## src/design/tdsf_pkg.sv

```systemverilog
// Shared types and constants of the timed duplicate signature filter.
package tdsf_pkg;

    localparam int SIG_W  = 16;
    localparam int TICK_W = 32;

    localparam logic [TICK_W-1:0] STALE_AGE_RESET = 32'd30000;

    typedef struct packed {
        logic [SIG_W-1:0]  signature;
        logic [TICK_W-1:0] stamp;
    } t_entry;

    typedef struct packed {
        logic clr;
        logic wr;
    } t_tbl_ctl;

endpackage

```

## src/design/tdsf_table.sv

```systemverilog
// Signature table: entry memory with registered read and per-entry active flags.
module tdsf_table #(
    parameter int ENTRIES = 32
) (
    input  logic                         i_clk,
    input  logic                         i_rst_n,
    input  tdsf_pkg::t_tbl_ctl           i_ctl,
    input  logic [$clog2(ENTRIES)-1:0]   i_rd_addr,
    input  logic [$clog2(ENTRIES)-1:0]   i_clr_addr,
    input  logic [$clog2(ENTRIES)-1:0]   i_wr_addr,
    input  tdsf_pkg::t_entry             i_wr_data,
    output tdsf_pkg::t_entry             o_rd_data,
    output logic                         o_rd_active
);

    tdsf_pkg::t_entry r_mem [ENTRIES];
    tdsf_pkg::t_entry r_rd_data;
    logic [ENTRIES-1:0] r_active;
    logic               r_rd_active;

    always_ff @(posedge i_clk) begin
        if (i_ctl.wr) begin
            r_mem[i_wr_addr] <= i_wr_data;
        end
        r_rd_data <= r_mem[i_rd_addr];
    end

    always_ff @(posedge i_clk) begin
        if (!i_rst_n) begin
            r_active    <= '0;
            r_rd_active <= 1'b0;
        end else begin
            if (i_ctl.clr) begin
                r_active[i_clr_addr] <= 1'b0;
            end
            if (i_ctl.wr) begin
                r_active[i_wr_addr] <= 1'b1;
            end
            r_rd_active <= r_active[i_rd_addr];
        end
    end

    assign o_rd_data   = r_rd_data;
    assign o_rd_active = r_rd_active;

endmodule

```

## src/design/timed_duplicate_signature_filter_unit.sv

```systemverilog
// Top level of the timed duplicate signature filter.
//
// The input channel carries one word per frame: action, signature and the
// current tick count. Each word gets exactly one result word on the output
// channel, with duplicate set when a fresh active table entry holds the same
// signature. The table is scanned from slot 0, one slot per cycle, through
// a memory with a registered read, and the scan stops at the first match
// or at the last slot. A new word is taken only once the previous scan has
// ended. Scanned entries that are stale are cleared; with the record
// action and no match, a new signature is written to the round-robin
// slot when the scan ends. A finished result waits in the output
// register while the next word is accepted; a stalled receiver holds a
// second result until the register frees. The stale age is written through
// the configuration channel, which is always ready and is to be used only
// while the block is idle. Reset clears all entries, the slot pointer and
// the pending result, and sets the stale age to 30000 ticks.
module timed_duplicate_signature_filter_unit #(
    parameter int ENTRIES = 32
) (
    input  logic                        i_clk,
    input  logic                        i_rst_n,
    input  logic                        i_in_valid,
    output logic                        o_in_ready,
    input  logic                        i_action,
    input  logic [tdsf_pkg::SIG_W-1:0]  i_signature,
    input  logic [tdsf_pkg::TICK_W-1:0] i_now,
    output logic                        o_out_valid,
    input  logic                        i_out_ready,
    output logic                        o_duplicate,
    input  logic                        i_cfg_valid,
    output logic                        o_cfg_ready,
    input  logic [tdsf_pkg::TICK_W-1:0] i_cfg_stale_age
);

    localparam int IDX_W = $clog2(ENTRIES);
    localparam logic [IDX_W-1:0] LAST = IDX_W'(ENTRIES - 1);

    typedef enum logic [1:0] {
        S_IDLE,
        S_SCAN,
        S_FINISH
    } t_state;

    t_state                        r_state;
    logic [IDX_W-1:0]              r_idx;
    logic [IDX_W-1:0]              r_slot;
    logic                          r_action;
    logic [tdsf_pkg::SIG_W-1:0]    r_sig;
    logic [tdsf_pkg::TICK_W-1:0]   r_now;
    logic                          r_dup;
    logic [tdsf_pkg::TICK_W-1:0]   r_stale_age;
    logic                          r_out_valid;
    logic                          r_duplicate;

    tdsf_pkg::t_entry              w_rd_data;
    tdsf_pkg::t_entry              w_wr_data;
    tdsf_pkg::t_tbl_ctl            w_ctl;
    logic                          w_rd_active;
    logic [tdsf_pkg::TICK_W-1:0]   w_age;
    logic                          w_counts;
    logic                          w_match;
    logic                          w_last;
    logic                          w_scan_end;
    logic                          w_record;
    logic                          w_out_free;
    logic [IDX_W-1:0]              n_rd_addr;

    assign w_age      = r_now - w_rd_data.stamp;
    assign w_counts   = w_rd_active && (w_age < r_stale_age);
    assign w_match    = w_counts && (w_rd_data.signature == r_sig);
    assign w_last     = (r_idx == LAST);
    assign w_scan_end = (r_state == S_SCAN) && (w_match || w_last);
    assign w_record   = w_scan_end && !w_match && r_action;
    assign w_out_free = !r_out_valid || i_out_ready;

    assign n_rd_addr = ((r_state == S_SCAN) && !w_last) ? r_idx + 1'b1 : '0;

    assign w_ctl.clr = (r_state == S_SCAN) && !w_counts;
    assign w_ctl.wr  = w_record;
    assign w_wr_data.signature = r_sig;
    assign w_wr_data.stamp     = r_now;

    tdsf_table #(
        .ENTRIES (ENTRIES)
    ) u_table (
        .i_clk       (i_clk),
        .i_rst_n     (i_rst_n),
        .i_ctl       (w_ctl),
        .i_rd_addr   (n_rd_addr),
        .i_clr_addr  (r_idx),
        .i_wr_addr   (r_slot),
        .i_wr_data   (w_wr_data),
        .o_rd_data   (w_rd_data),
        .o_rd_active (w_rd_active)
    );

    always_ff @(posedge i_clk) begin
        if (!i_rst_n) begin
            r_state     <= S_IDLE;
            r_idx       <= '0;
            r_slot      <= '0;
            r_stale_age <= tdsf_pkg::STALE_AGE_RESET;
            r_out_valid <= 1'b0;
        end else begin
            if (i_cfg_valid) begin
                r_stale_age <= i_cfg_stale_age;
            end
            if (r_out_valid && i_out_ready) begin
                r_out_valid <= 1'b0;
            end
            case (r_state)
                S_IDLE: begin
                    if (i_in_valid) begin
                        r_action <= i_action;
                        r_sig    <= i_signature;
                        r_now    <= i_now;
                        r_idx    <= '0;
                        r_state  <= S_SCAN;
                    end
                end
                S_SCAN: begin
                    if (w_scan_end) begin
                        if (w_record) begin
                            r_slot <= (r_slot == LAST) ? '0 : r_slot + 1'b1;
                        end
                        if (w_out_free) begin
                            r_out_valid <= 1'b1;
                            r_duplicate <= w_match;
                            r_state     <= S_IDLE;
                        end else begin
                            r_dup   <= w_match;
                            r_state <= S_FINISH;
                        end
                    end else begin
                        r_idx <= r_idx + 1'b1;
                    end
                end
                S_FINISH: begin
                    if (w_out_free) begin
                        r_out_valid <= 1'b1;
                        r_duplicate <= r_dup;
                        r_state     <= S_IDLE;
                    end
                end
                default: begin
                    r_state <= S_IDLE;
                end
            endcase
        end
    end

    assign o_in_ready  = (r_state == S_IDLE);
    assign o_out_valid = r_out_valid;
    assign o_duplicate = r_duplicate;
    assign o_cfg_ready = 1'b1;

`ifndef SYNTHESIS
    a_idx_range: assert property (@(posedge i_clk) disable iff (!i_rst_n)
        (r_state == S_SCAN) |-> (r_idx <= LAST))
        else $error("scan index beyond last slot");

    a_slot_range: assert property (@(posedge i_clk) disable iff (!i_rst_n)
        r_slot <= LAST)
        else $error("round-robin slot out of range");

    a_accept_starts: assert property (@(posedge i_clk) disable iff (!i_rst_n)
        (i_in_valid && o_in_ready) |=> (r_state == S_SCAN && r_idx == '0))
        else $error("accepted word did not start a scan at slot 0");

    a_record_advance: assert property (@(posedge i_clk) disable iff (!i_rst_n)
        w_record |=> (r_slot != $past(r_slot)))
        else $error("recording did not advance the round-robin slot");
`endif

endmodule
```

## config.mk

```make
export PLATFORM = sky130hd
export DESIGN_NAME = timed_duplicate_signature_filter_unit
export DESIGN_NICKNAME = d
export VERILOG_FILES = /design/src/design/tdsf_pkg.sv /design/src/design/tdsf_table.sv /design/src/design/timed_duplicate_signature_filter_unit.sv
export SDC_FILE = /design/constraint.sdc
export NUM_CORES = 2
export LEC_CHECK = 0
export BUFFER_PORTS_ARGS = -buffer_cell sky130_fd_sc_hd__clkbuf_2
export CAP_MARGIN = 25
export CORE_UTILIZATION = 50
export CTS_BUF_LIST = sky130_fd_sc_hd__clkbuf_8 sky130_fd_sc_hd__clkbuf_16
export DETAILED_ROUTE_END_ITERATION = 10
export PLACE_DENSITY = 0.76
export SYNTH_ARGS = -nofsm -noshare
export SYNTH_HDL_FRONTEND = slang
export SYNTH_HIERARCHICAL = 1
export SYNTH_SLANG_ARGS = --single-unit
```

## constraint.sdc

```tcl
create_clock -name i_clk -period 19.6 [get_ports i_clk]
set_clock_uncertainty 0.05 [all_clocks]
set_input_delay 2.94 -clock i_clk [delete_from_list [all_inputs] [get_ports i_clk]]
set_output_delay 2.94 -clock i_clk [all_outputs]
set_load 0.05 [all_outputs]
```

==> results.json <==
{
  "outcome": "complete, no violations",
  "setup_viol": 0,
  "drv_cap": 0,
  "clock_sink_count": 1713,
  "cts_buffer_depth": 3,
  "num_rows": 133,
  "core_um2": 132000,
  "synth_warnings": 6,
  "fin_crit_sh_pct": 39.5,
  "routed_via_density": 6.43,
  "switching_share_pct": 21.2,
  "fin_nets": 3452,
  "antenna_found_initial": 10,
  "slew_viol_final": 0,
  "synth_cells": 3077,
  "crit_fanout": 33,
  "ir_drop_mv": 0.0979,
  "hold_class": "reg2reg",
  "synth_edf_count": 1587,
  "wl_um": 167000,
  "leakagePower_nw": 24.0,
  "cp-start-kind": "register",
  "worst_pin_slew_ps": 1080,
  "pin_count": 90,
  "grtUsageTotal_pct": 24.7,
  "hold_viol_final": 0,
  "ys_types": 74,
  "critical-path-top-delay-family": "simple AND/OR/NAND/NOR gates",
  "wl_per_cell_um": 32.2,
  "utilization_pct": 57.3,
  "max_freq_mhz": 129,
  "switching_power_w": 0.00164,
  "power_frac_clock_pct": 42.0,
  "slew_headroom_pct": 28.0,
  "cts_buffers": 168,
  "cp_common_cell": "nor2_1",
  "dpl.hpwl_um": 89200,
  "syn-cell-area_um2": 67000,
  "setup_tns_ps": 0,
  "ys_ff_latch": 1713,
  "pwr-share-seq_pct": 51.9,
  "die_area_um2": 136000,
  "syn_nets": 3233,
  "htree_levels": 4,
  "path_clk_slew_ps": 60,
  "hold_buffers": 0,
  "die_y_um": 368,
  "num_vias": 33300,
  "ys_async_sr_fraction_pct": 0,
  "start_util_pct": 50.7,
  "num_antenna_cells": 0,
  "combPwrFrac_pct": 6.1,
  "drtAntennaViolNets": 0,
  "grt_setup_unrepaired": "no",
  "finalWeightedCongestion": 0.855,
  "crit_path_cell_trace": "inv_1 -> ha_1 -> inv_1 -> fa_1 -> a21o_1 -> a22o_1 -> o211ai_1 -> nor2_1 -> o41ai_2 -> nor2_1 -> a31oi_1 -> xnor2_1 -> ha_1 -> and4_1 -> a221oi_2 -> a21oi_1 -> o22ai_2 -> and2_4 -> nor2_1 -> nand3b_1 -> nor2_4 -> buf_4",
  "ys_seq_area_share_pct": 74.9,
  "post_cts_buffers": 0,
  "overflow": 0,
  "area_growth_pct": 13.1,
  "num-fill-cells": 9213,
  "post_cts_resized": 0,
  "cp_slowest_stage_delay_ps": 960,
  "grt_pass1_vias": 33400,
  "cellPowerDensity_nw_per_um2": 102,
  "drcViolationCount": 0,
  "clk_latency_ps": 810,
  "cts_root_buffer": "clkbuf_16",
  "avgSynthCellArea_um2": 21.8,
  "drive_gt1_share_pct": 30.1,
  "grt_max_degree": 92,
  "period_needed_ps": 7750,
  "grt_pass1_wl_um": 239000,
  "cpMaxStageDelayCell": "nor2_4",
  "port-buffer-count": 88,
  "crit_arrival_ps": 8120,
  "critical_path_buf_inv_count": 3,
  "cts_tree": "done",
  "dr.pass1.iters": 5,
  "crit_type": "reg2reg",
  "drt_iter0_markers": 4368,
  "intPower_w": 0.00608,
  "endpoint_kind": "register",
  "crit_required_ps": 19980,
  "chipWidth_um": 368,
  "synth_ff_type": "edfxtp_1"
}
[per-layer routing]
metal | vias up | global-route usage (%) | part of all wire [%]
li1 | 13300 | - | -
met1 | 17600 | 34.1 | 38
met2 | 2161 | 38.8 | 48
met3 | 324 | 6.70 | 12
met4 | 8 | 7.33 | 2.7
met5 | - | 0 | 0.053
[flip-flops by register name, summed over array words and instances (netlist names)]
name,cells
o_out_valid,1
u_table/o_rd_data,48
r_slot,5
u_table/r_mem,1536
r_state,2
r_idx,5
o_duplicate,1
r_sig,16
r_action,1
r_stale_age,32
u_table/o_rd_active,1
u_table/r_active,32
r_dup,1
r_now,32
[layout make-up]
type	count	area, um^2	area share (%)
sequential	1713	50200	66.2
multi-input combinational	1136	16100	21.3
clock buffer	182	4450	5.88
tap	1755	2200	2.90
timing repair buffer	195	1430	1.88
clock inverter	123	1090	1.44
inverter	82	308	0.406
[kinds of logic after synthesis]
group | Yosys count | synth area share (%)
DFF | 1713 | 74.9
muxes | 567 | 17.7
and+or+nand+nor | 235 | 1.75
AOI/OAI and AO/OA | 217 | 2.30
buffers and inverters | 228 | 1.50
xor gates and xnor gates | 46 | 0.601
other | 1 | 0.00559
adders and majority gates | 70 | 1.32
[metrics by stage]
step	instance area (um^2)	power, W	instances	hold WS, ps	setup slack (ps)
after floorplan	67000	0.00441	3077	405	12340
after global placement	70000	0.00454	4872	426	12060
after detailed placement	70100	0.00454	4876	438	12020
after CTS	75600	0.00775	5181	452	11950
after global routing	75800	0.00792	5186	485	11520
final	75800	0.00771	5186	453	11850
[synthesized netlist by cell type (5+ instances only)]
library cell | number | share of area [%]
a21o_1 | 18 | 0.20
a21oi_1 | 44 | 0.33
a31oi_1 | 9 | 0.084
and3_1 | 6 | 0.056
and4_1 | 7 | 0.091
buf_1 | 20 | 0.11
buf_2 | 36 | 0.27
buf_4 | 12 | 0.13
clkbuf_1 | 72 | 0.40
dfxtp_1 | 126 | 3.8
edfxtp_1 | 1587 | 71
ha_1 | 69 | 1.3
inv_1 | 82 | 0.46
mux2_2 | 51 | 0.86
mux2i_1 | 29 | 0.43
mux4_2 | 487 | 16
nand2_1 | 47 | 0.26
nand2b_1 | 8 | 0.075
nand3_1 | 18 | 0.13
nand3b_1 | 12 | 0.13
nand4_1 | 8 | 0.075
nor2_1 | 90 | 0.50
o211ai_1 | 10 | 0.11
o21a_1 | 68 | 0.76
o21ai_0 | 20 | 0.15
o21ai_1 | 6 | 0.045
or3_1 | 5 | 0.047
xnor2_1 | 39 | 0.51
xor2_1 | 7 | 0.091
[path summary, 6_finish.rpt]
| kind | start | end | slack (ps) | cells after the start |
|---|---|---|---|---|
| min | r_stale_age[15] | r_stale_age[15] | 450 | 2 |
| max | r_now[0] | u_table/r_mem[10][45] | 11850 | 22 |
| max reg2reg | r_now[0] | u_table/r_mem[10][45] | 11850 | 22 |
| min reg2reg | r_stale_age[15] | r_stale_age[15] | 450 | 2 |
[power by group through the flow]
stage | Clock (W) | Combinational, W | Sequential, W
2_1_floorplan | 0 | 0.000308 | 0.00410
3_3_place_gp | 0 | 0.000450 | 0.00409
3_5_place_dp | 0 | 0.000457 | 0.00409
4_1_cts | 0.00328 | 0.000465 | 0.00401
5_1_grt | 0.00341 | 0.000503 | 0.00401
6_report | 0.00324 | 0.000468 | 0.00401
[worst min-delay path: stages (launching register included)]
cell     delay, ps
dfxtp_1        330
mux2i_1         70
nor2_1          70
[placed cells by master (no fill, tap or decap), types with 29 or more instances in the layout]
| cell type | synthesis | final |
|---|---|---|
| ha_1 | 69 | 69 |
| mux4_2 | 487 | 487 |
| inv_1 | 82 | 122 |
| a21oi_1 | 44 | 44 |
| clkbuf_16 | 0 | 173 |
| o21a_1 | 68 | 68 |
| mux2_2 | 51 | 51 |
| dfxtp_1 | 126 | 126 |
| clkbuf_2 | 0 | 88 |
| edfxtp_1 | 1587 | 1587 |
| nor2_1 | 90 | 55 |
| nor2_4 | 0 | 35 |
| xnor2_1 | 39 | 39 |
| buf_4 | 12 | 96 |
| mux2i_1 | 29 | 29 |
| nand2_1 | 47 | 47 |
Note: power is estimated with default switching activity, not from simulation.
